$ cat src/design/mstk_pkg.sv
// Shared types and constants for the Kruskal spanning tree block.
package mstk_pkg;

  localparam int VTX_BITS = 5;
  localparam int CFG_BITS = 6;
  localparam int NV_BITS  = 7;

  // tuser bit positions on the result side
  localparam int USER_VALID_BIT = 0;
  localparam int USER_DROP_BIT  = 1;
  localparam int USER_BITS      = 2;

  typedef enum logic [3:0] {
    ST_IDLE,
    ST_PINIT,
    ST_SORT_I,
    ST_SORT_K,
    ST_SORT_C,
    ST_SORT_W,
    ST_SCAN_RD,
    ST_SCAN_E,
    ST_FIND_A,
    ST_FIND_B,
    ST_EMIT,
    ST_FIN
  } state_t;

endpackage

$ cat src/design/mstk_ram.sv
// Simple dual-port synchronous RAM with a registered read.
module mstk_ram #(
  parameter int WIDTH = 8,
  parameter int DEPTH = 16
) (
  input  logic                     clk,
  input  logic                     we,
  input  logic [$clog2(DEPTH)-1:0] waddr,
  input  logic [WIDTH-1:0]         wdata,
  input  logic [$clog2(DEPTH)-1:0] raddr,
  output logic [WIDTH-1:0]         rdata
);

  logic [WIDTH-1:0] mem [DEPTH];

  always_ff @(posedge clk) begin
    if (we) begin
      mem[waddr] <= wdata;
    end
    rdata <= mem[raddr];
  end

endmodule

$ cat src/design/minimum_spanning_tree_kruskal.sv
// Input: edges are taken one per cycle while idle; the edge marked last starts the run.
// Run: parent init of all MAX_VERTICES entries, an insertion sort of the stored edges through
// the single edge memory port, then a scan in weight order that finds both roots of each edge
// and emits each chosen edge, stalling while the output is held.
// Throughput: one graph at a time; no edge is taken until the final result is loaded.
// Reset: synchronous, clears fill count, drop flag, output valid; vertex_count returns to 32.
module minimum_spanning_tree_kruskal #(
  parameter int MAX_VERTICES = 32,
  parameter int MAX_EDGES    = 64,
  parameter int WEIGHT_BITS  = 16
) (
  input  logic clk,
  input  logic rst,
  input  logic [mstk_pkg::CFG_BITS-1:0] cfg_data,
  input  logic                          cfg_valid,
  output logic                          cfg_ready,
  // s_tdata: src_vertex, dst_vertex, edge_weight, zero fill
  input  logic [((2*mstk_pkg::VTX_BITS+WEIGHT_BITS+7)/8)*8-1:0] s_tdata,
  input  logic                                                  s_tvalid,
  input  logic                                                  s_tlast,
  output logic                                                  s_tready,
  // m_tdata: tree_src, tree_dst, tree_weight, zero fill
  output logic [((2*mstk_pkg::VTX_BITS+WEIGHT_BITS+7)/8)*8-1:0] m_tdata,
  // m_tuser: tree_valid, dropped_flag
  output logic [mstk_pkg::USER_BITS-1:0]                        m_tuser,
  output logic                                                  m_tvalid,
  output logic                                                  m_tlast,
  input  logic                                                  m_tready
);
  import mstk_pkg::*;

  localparam int EW = 2*VTX_BITS + WEIGHT_BITS;
  localparam int DW = ((EW + 7) / 8) * 8;
  localparam int EA = $clog2(MAX_EDGES);
  localparam int FW = EA + 1;
  localparam int VA = $clog2(MAX_VERTICES);

  state_t state, state_next;

  logic [CFG_BITS-1:0] vertex_count;
  logic [NV_BITS-1:0]  nv;
  logic [FW-1:0]       fill, idx_i, idx_j;
  logic [NV_BITS-1:0]  chosen;
  logic                drop_seen;
  logic [VA-1:0]       pv;
  logic [VA-1:0]       cur, root_a;
  logic [EW-1:0]       key, edge_r, pend;
  logic                pend_v;

  logic          e_we;
  logic [EA-1:0] e_waddr, e_raddr;
  logic [EW-1:0] e_wdata, e_rdata;
  logic          p_we;
  logic [VA-1:0] p_waddr, p_raddr, p_wdata, p_rdata;

  logic [VTX_BITS-1:0] in_src, in_dst, er_dst, rd_src, rd_dst;
  logic                in_bad, out_free, out_load;
  logic [USER_BITS-1:0] user_word;

  mstk_ram #(.WIDTH(EW), .DEPTH(MAX_EDGES)) u_edge_ram (
    .clk(clk), .we(e_we), .waddr(e_waddr), .wdata(e_wdata),
    .raddr(e_raddr), .rdata(e_rdata)
  );

  mstk_ram #(.WIDTH(VA), .DEPTH(MAX_VERTICES)) u_parent_ram (
    .clk(clk), .we(p_we), .waddr(p_waddr), .wdata(p_wdata),
    .raddr(p_raddr), .rdata(p_rdata)
  );

  assign cfg_ready = 1'b1;
  assign s_tready  = (state == ST_IDLE);
  assign out_free  = !m_tvalid || m_tready;
  assign out_load  = out_free && ((state == ST_EMIT && pend_v) || state == ST_FIN);

  always_comb begin
    user_word = '0;
    user_word[USER_VALID_BIT] = pend_v;
    user_word[USER_DROP_BIT]  = drop_seen;
  end

  // clamp the vertex count into 1..MAX_VERTICES
  always_comb begin
    if (vertex_count == '0) begin
      nv = NV_BITS'(1);
    end else if (NV_BITS'(vertex_count) > NV_BITS'(MAX_VERTICES)) begin
      nv = NV_BITS'(MAX_VERTICES);
    end else begin
      nv = NV_BITS'(vertex_count);
    end
  end

  assign in_src = s_tdata[VTX_BITS-1:0];
  assign in_dst = s_tdata[2*VTX_BITS-1:VTX_BITS];
  assign in_bad = (NV_BITS'(in_src) >= nv) || (NV_BITS'(in_dst) >= nv) ||
                  (fill >= FW'(MAX_EDGES));
  assign er_dst = edge_r[2*VTX_BITS-1:VTX_BITS];
  assign rd_src = e_rdata[VTX_BITS-1:0];
  assign rd_dst = e_rdata[2*VTX_BITS-1:VTX_BITS];

  always_comb begin
    state_next = state;
    e_we    = 1'b0;
    e_waddr = fill[EA-1:0];
    e_wdata = s_tdata[EW-1:0];
    e_raddr = idx_i[EA-1:0];
    p_we    = 1'b0;
    p_waddr = pv;
    p_wdata = pv;
    p_raddr = cur;
    unique case (state)
      ST_IDLE: begin
        if (s_tvalid) begin
          e_we = !in_bad;
          if (s_tlast) begin
            state_next = ST_PINIT;
          end
        end
      end
      ST_PINIT: begin
        p_we = 1'b1;
        if (pv == VA'(MAX_VERTICES - 1)) begin
          state_next = ST_SORT_I;
        end
      end
      ST_SORT_I: begin
        e_raddr = idx_i[EA-1:0];
        if (idx_i >= fill) begin
          state_next = ST_SCAN_RD;
        end else begin
          state_next = ST_SORT_K;
        end
      end
      ST_SORT_K: begin
        e_raddr    = EA'(idx_i - FW'(1));
        state_next = ST_SORT_C;
      end
      ST_SORT_C: begin
        e_we    = 1'b1;
        e_waddr = idx_j[EA-1:0];
        if ($signed(e_rdata[EW-1:2*VTX_BITS]) > $signed(key[EW-1:2*VTX_BITS])) begin
          // shift the larger entry up and keep walking down
          e_wdata = e_rdata;
          e_raddr = EA'(idx_j - FW'(2));
          if (idx_j == FW'(1)) begin
            state_next = ST_SORT_W;
          end
        end else begin
          e_wdata    = key;
          state_next = ST_SORT_I;
        end
      end
      ST_SORT_W: begin
        e_we       = 1'b1;
        e_waddr    = '0;
        e_wdata    = key;
        state_next = ST_SORT_I;
      end
      ST_SCAN_RD: begin
        e_raddr = idx_i[EA-1:0];
        if (idx_i >= fill || chosen + NV_BITS'(1) >= nv) begin
          state_next = ST_FIN;
        end else begin
          state_next = ST_SCAN_E;
        end
      end
      ST_SCAN_E: begin
        p_raddr = VA'(rd_src);
        if (NV_BITS'(rd_src) >= nv || NV_BITS'(rd_dst) >= nv) begin
          state_next = ST_SCAN_RD;
        end else begin
          state_next = ST_FIND_A;
        end
      end
      ST_FIND_A: begin
        if (p_rdata == cur) begin
          p_raddr    = VA'(er_dst);
          state_next = ST_FIND_B;
        end else begin
          p_raddr = p_rdata;
        end
      end
      ST_FIND_B: begin
        p_raddr = p_rdata;
        if (p_rdata == cur) begin
          if (root_a != cur) begin
            p_we       = 1'b1;
            p_waddr    = root_a;
            p_wdata    = cur;
            state_next = ST_EMIT;
          end else begin
            state_next = ST_SCAN_RD;
          end
        end
      end
      ST_EMIT: begin
        if (!pend_v || out_free) begin
          state_next = ST_SCAN_RD;
        end
      end
      ST_FIN: begin
        if (out_free) begin
          state_next = ST_IDLE;
        end
      end
      default: state_next = ST_IDLE;
    endcase
  end

  always_ff @(posedge clk) begin
    if (rst) begin
      state <= ST_IDLE;
    end else begin
      state <= state_next;
    end
  end

  always_ff @(posedge clk) begin
    if (rst) begin
      vertex_count <= CFG_BITS'(32);
    end else if (cfg_valid) begin
      vertex_count <= cfg_data;
    end
  end

  // control and datapath registers
  always_ff @(posedge clk) begin
    if (rst) begin
      fill      <= '0;
      drop_seen <= 1'b0;
      pend_v    <= 1'b0;
      m_tvalid  <= 1'b0;
      pv        <= '0;
      chosen    <= '0;
      idx_i     <= '0;
    end else begin
      if (m_tvalid && m_tready && !out_load) begin
        m_tvalid <= 1'b0;
      end
      case (state)
        ST_IDLE: begin
          pv    <= '0;
          idx_i <= FW'(1);
          if (s_tvalid) begin
            if (in_bad) begin
              drop_seen <= 1'b1;
            end else begin
              fill <= fill + FW'(1);
            end
          end
        end
        ST_PINIT: begin
          pv <= pv + VA'(1);
        end
        ST_SORT_I: begin
          idx_j <= idx_i;
          if (idx_i >= fill) begin
            idx_i  <= '0;
            chosen <= '0;
            pend_v <= 1'b0;
          end
        end
        ST_SORT_K: begin
          key <= e_rdata;
        end
        ST_SORT_C: begin
          if ($signed(e_rdata[EW-1:2*VTX_BITS]) > $signed(key[EW-1:2*VTX_BITS])) begin
            idx_j <= idx_j - FW'(1);
          end else begin
            idx_i <= idx_i + FW'(1);
          end
        end
        ST_SORT_W: begin
          idx_i <= idx_i + FW'(1);
        end
        ST_SCAN_E: begin
          edge_r <= e_rdata;
          cur    <= VA'(rd_src);
          idx_i  <= idx_i + FW'(1);
        end
        ST_FIND_A: begin
          if (p_rdata == cur) begin
            root_a <= cur;
            cur    <= VA'(er_dst);
          end else begin
            cur <= p_rdata;
          end
        end
        ST_FIND_B: begin
          if (p_rdata == cur) begin
            if (root_a != cur) begin
              chosen <= chosen + NV_BITS'(1);
            end
          end else begin
            cur <= p_rdata;
          end
        end
        ST_EMIT: begin
          if (!pend_v) begin
            pend   <= edge_r;
            pend_v <= 1'b1;
          end else if (out_free) begin
            // hand the held edge on; the new one waits to learn if it is the final one
            m_tvalid <= 1'b1;
            m_tdata  <= DW'(pend);
            m_tuser  <= user_word;
            m_tlast  <= 1'b0;
            pend     <= edge_r;
          end
        end
        ST_FIN: begin
          if (out_free) begin
            m_tvalid  <= 1'b1;
            m_tdata   <= pend_v ? DW'(pend) : '0;
            m_tuser   <= user_word;
            m_tlast   <= 1'b1;
            fill      <= '0;
            drop_seen <= 1'b0;
            chosen    <= '0;
            pend_v    <= 1'b0;
          end
        end
        default: ;
      endcase
    end
  end

endmodule

$ cat config.mk
export PLATFORM = sky130hd
export DESIGN_NAME = minimum_spanning_tree_kruskal
export DESIGN_NICKNAME = d
export VERILOG_FILES = /design/src/design/mstk_pkg.sv /design/src/design/mstk_ram.sv /design/src/design/minimum_spanning_tree_kruskal.sv
export SDC_FILE = /design/constraint.sdc
export NUM_CORES = 2
export LEC_CHECK = 0
export ABC_AREA = 1
export BUFFER_PORTS_ARGS = -buffer_cell sky130_fd_sc_hd__buf_2
export CORE_MARGIN = 1.5
export CORE_UTILIZATION = 39
export DETAILED_ROUTE_END_ITERATION = 16
export GPL_ROUTABILITY_DRIVEN = 0
export SETUP_SLACK_MARGIN = 0.4
export SYNTH_ARGS = -nofsm -noshare
export SYNTH_HDL_FRONTEND = slang
export SYNTH_HIERARCHICAL = 1
export SYNTH_SLANG_ARGS = --single-unit
$ cat constraint.sdc
create_clock -name clk -period 13.9 [get_ports clk]
set_clock_uncertainty 0.15 [all_clocks]
set_input_delay 0.695 -clock clk [delete_from_list [all_inputs] [get_ports clk]]
set_output_delay 0.695 -clock clk [all_outputs]
set_load 0.01 [all_outputs]
==> results.txt <==
Placed Area: 87100 sq um
Most common cell on crit path: sky130_fd_sc_hd__nand2_1
transition time at the pin with the least slew margin: 1400 ps
Worst Setup Start Kind: register
total clock sinks: 2018
number of iterations in the first detailed-routing pass: 6
TritonCTS clock tree: yes
flip-flop and latch count after synthesis: 2018
Die Area: 218000 sq um
Clk Latency, worst-skew pair: 840 ps
number of pins exceeding their max-slew limit in the final report: 0
Synth Cell Area: 83800 sq um
Post CTS Setup Buffer Count: 0
hold slack: 79.7 ps
setup repair after global routing missed its margin: false
Wirelength per Cell: 22.1 microns
Cell Pwr Density: 156 nW/um^2
arrival time worst endpoint: 7460 ps
delay contributed by the slowest stage of the critical path: 810 ps
count of placed standard cells in the final layout, fillers left out: 10300
setup violation total in the final timing report: 0
sequential fraction of the synthesis area: 71.5%
total number of yosys warnings: 6
post-CTS sizing: 0
CTS Hold Buffers Added: 8
wire length of the first global-routing pass: 335000 microns
clock root buffer: sky130_fd_sc_hd__clkbuf_16
Avg Vias per Cell: 5.39
violation count after the first detailed-route iteration: 6411
Max Cap Violations: 0
period utilization: 50.3%
pre-CTS setup slack: 7130 ps
worst max-slew margin expressed relative to the limit: 6.62%
I/O pin total: 82
maximum number of pins on one net before global-route repair: 291
Synth area leaders: sky130_fd_sc_hd__edfxtp_1 (70%), sky130_fd_sc_hd__nand2_1 (11%), sky130_fd_sc_hd__nand3_1 (9.4%)
Req. time, crit path: 14370 ps
Post-Synthesis Mean Instance Area: 11.5 sq um
max frequency: 143 MHz
aggregate global routing overflow: 0
instance count after placement with tap cells included: 9902
final-layout setup total negative slack: 0 ps
Remaining DRCs: 0
total number of vias: 55400
Total GRT Usage: 20.4%
ys flop type: sky130_fd_sc_hd__edfxtp_1
initial core utilization: 39.4%
final worst path period need: 6990 ps
number of global-route vias before repair: 52000
detailed-route wire length: 227000 microns
count of flip-flops with a built-in enable after synthesis: 1948
leakage: 33.4 nW
biggest area consumer among synthesized cells: sky130_fd_sc_hd__edfxtp_1
number of placement rows: 169
clock transition at the registers of the reported paths: 60 ps
post-route cell area: 93200 sq um
Crit Path Max Fanout: 57
# nets final: 7391
Setup WS post-layout: 6910 ps
share of synthesized registers carrying an async set or reset: 0%
CP Class: register to register
half-perimeter wire length after detailed placement: 117000 microns
sequence of cells on the critical path: ha_1, a21oi_1, o21ai_1, a21oi_1, nand2_1, nand2_2, nand3_4, nor2_8, nand2_1, o221ai_4, buf_4, buf_4, buf_4, buf_4, nand3_1, nand3_1, nand2_1, nand2_1, nand3_1, nand3_1, nand2_1
cell with the largest stage delay on the worst path: sky130_fd_sc_hd__buf_4
worst ir drop on vdd: 0.000148 V
top-area cell type share of the netlist area: 69.8%
Critical Path End Type: register
vertical die dimension: 467 microns
total CTS buffers: 197
Hold Crit Class: input pin to register
layout cells sized above 1: 8.40%
number of distinct library cells after synthesis: 54
buffer levels on the longest clock path: 3
number of antenna violations at the first check in global routing: 1
result of the run: finished clean
Synth Instances: 7297
H-Tree Level Count: 4
number of nets still failing antenna checks after routing: 0
number of hold violations in the final report: 0
Area growth, synth to finish: 11.3%
number of buffer cells added on primary ports: 68
Die X: 467 microns
CORE AREA: 213000 sq um
[where the power goes]
part	internal, mW	total, mW	switching (mW)
combinational	0.655	2.50	1.85
sequential	6.88	7.00	0.114
clock	2.84	5.08	2.24
[cell usage after synthesis (all sizes together), types with 3 or more instances]
cell       n
o21ai     55
inv      189
edfxtp  1948
xor2      19
ha        59
clkbuf    71
xnor2      3
nor3      23
a31oi     15
o221ai     5
nand3   1581
clkinv     3
nor2     211
o211ai     9
a22oi      7
or2       26
buf      350
nand4     12
a21boi    16
nor3b      3
o22ai      7
dfxtp     70
nand2   2538
a21oi     64
[cell usage in the layout (no fill, tap or decap), types with 8 or more instances in the layout]
cell type                       instances
sky130_fd_sc_hd__clkinv_1              57
sky130_fd_sc_hd__buf_12                 8
sky130_fd_sc_hd__nand4_1               10
sky130_fd_sc_hd__nor2_2                60
sky130_fd_sc_hd__nor2_4                12
sky130_fd_sc_hd__buf_4                124
sky130_fd_sc_hd__buf_2                 68
sky130_fd_sc_hd__clkbuf_16            201
sky130_fd_sc_hd__inv_2                 15
sky130_fd_sc_hd__a31oi_4               11
sky130_fd_sc_hd__nand2_1             2530
sky130_fd_sc_hd__inv_1                170
sky130_fd_sc_hd__bufinv_16              9
sky130_fd_sc_hd__nor3_1                18
sky130_fd_sc_hd__dfxtp_1               70
sky130_fd_sc_hd__nor2_1               138
sky130_fd_sc_hd__nand3_1             1578
sky130_fd_sc_hd__edfxtp_1            1948
sky130_fd_sc_hd__xor2_1                19
sky130_fd_sc_hd__o21ai_0               49
sky130_fd_sc_hd__or2_2                 26
sky130_fd_sc_hd__a21boi_4              15
sky130_fd_sc_hd__diode_2                8
sky130_fd_sc_hd__o211ai_1               9
sky130_fd_sc_hd__dlygate4sd3_1          8
sky130_fd_sc_hd__clkbuf_1              50
sky130_fd_sc_hd__a21oi_1               64
sky130_fd_sc_hd__ha_1                  59
sky130_fd_sc_hd__clkinv_2              26
[flip-flops by register name, summed over array words and instances, names as in the netlist, 6 cells and up]
signal            cells
chosen                7
edge_r               26
fill                  7
idx_i                 7
idx_j                 7
key                  26
m_tdata              26
pend                 26
u_edge_ram/mem     1664
u_edge_ram/rdata     26
u_parent_ram/mem    160
vertex_count          6
[metrics by stage]
step	utilization [%]	total power, mW
after detailed placement	40.9	9.60
final	43.8	14.6
after floorplan	-	8.89
after CTS	43.8	14.6
after global routing	43.8	15.2
after global placement	40.9	9.56
[area by class of cell]
| cell class | count | area (sq um) |
|---|---|---|
| Inverter | 192 | 772 |
| Antenna cell | 8 | 20.0 |
| Timing Repair Buffer | 208 | 1510 |
| Clock inverter | 102 | 751 |
| Multi-Input combinational cell | 4671 | 21500 |
| Fill cell | 19500 | 119000 |
| Clock buffer | 257 | 5300 |
| Tap cell | 2821 | 3530 |
| Sequential cell | 2018 | 59900 |
[worst max-delay path, delay by kind of cell, from the launching register on]
family / cells / cell delay (ps)
AO/OA/AOI/OAI: 4 / 640
adder cells (fa/ha/maj): 1 / 330
buffers and inverters: 4 / 2790
flip-flops: 1 / 450
AND/OR/NAND/NOR: 12 / 2280
[final timing paths]
kind                            slack, ps                 start  depth (start not counted)                    to
worst max register to register       6910  u_edge_ram/rdata[25]                         21  u_edge_ram/rdata[13]
worst min register to register        260            edge_r[15]                          0              pend[15]
worst min-delay path                   80             cfg_valid                          3       vertex_count[1]
worst max-delay path                 6910  u_edge_ram/rdata[25]                         21  u_edge_ram/rdata[13]
[per-layer routing]
layer / vias to the layer above / part of all wire (%) / track usage (%)
li1: 25400 / - / -
met1: 27400 / 43 / 29.1
met2: 2247 / 46 / 31.8
met3: 334 / 8.3 / 3.44
met4: 0 / 3.0 / 6.59
met5: - / 0 / 0
[cell families after synthesis]
family / count (synthesis) / share of synthesized area [%]
AO/OA/AOI/OAI: 187 / 1.31
other: 2 / 0.00896
XOR/XNOR: 22 / 0.230
adder cells (fa/ha/maj): 59 / 0.881
AND/OR/NAND/NOR: 4396 / 22.4
buffers and inverters: 613 / 3.72
flip-flops: 2018 / 71.5
No activity file was read; power rests on OpenSTA's default activity.
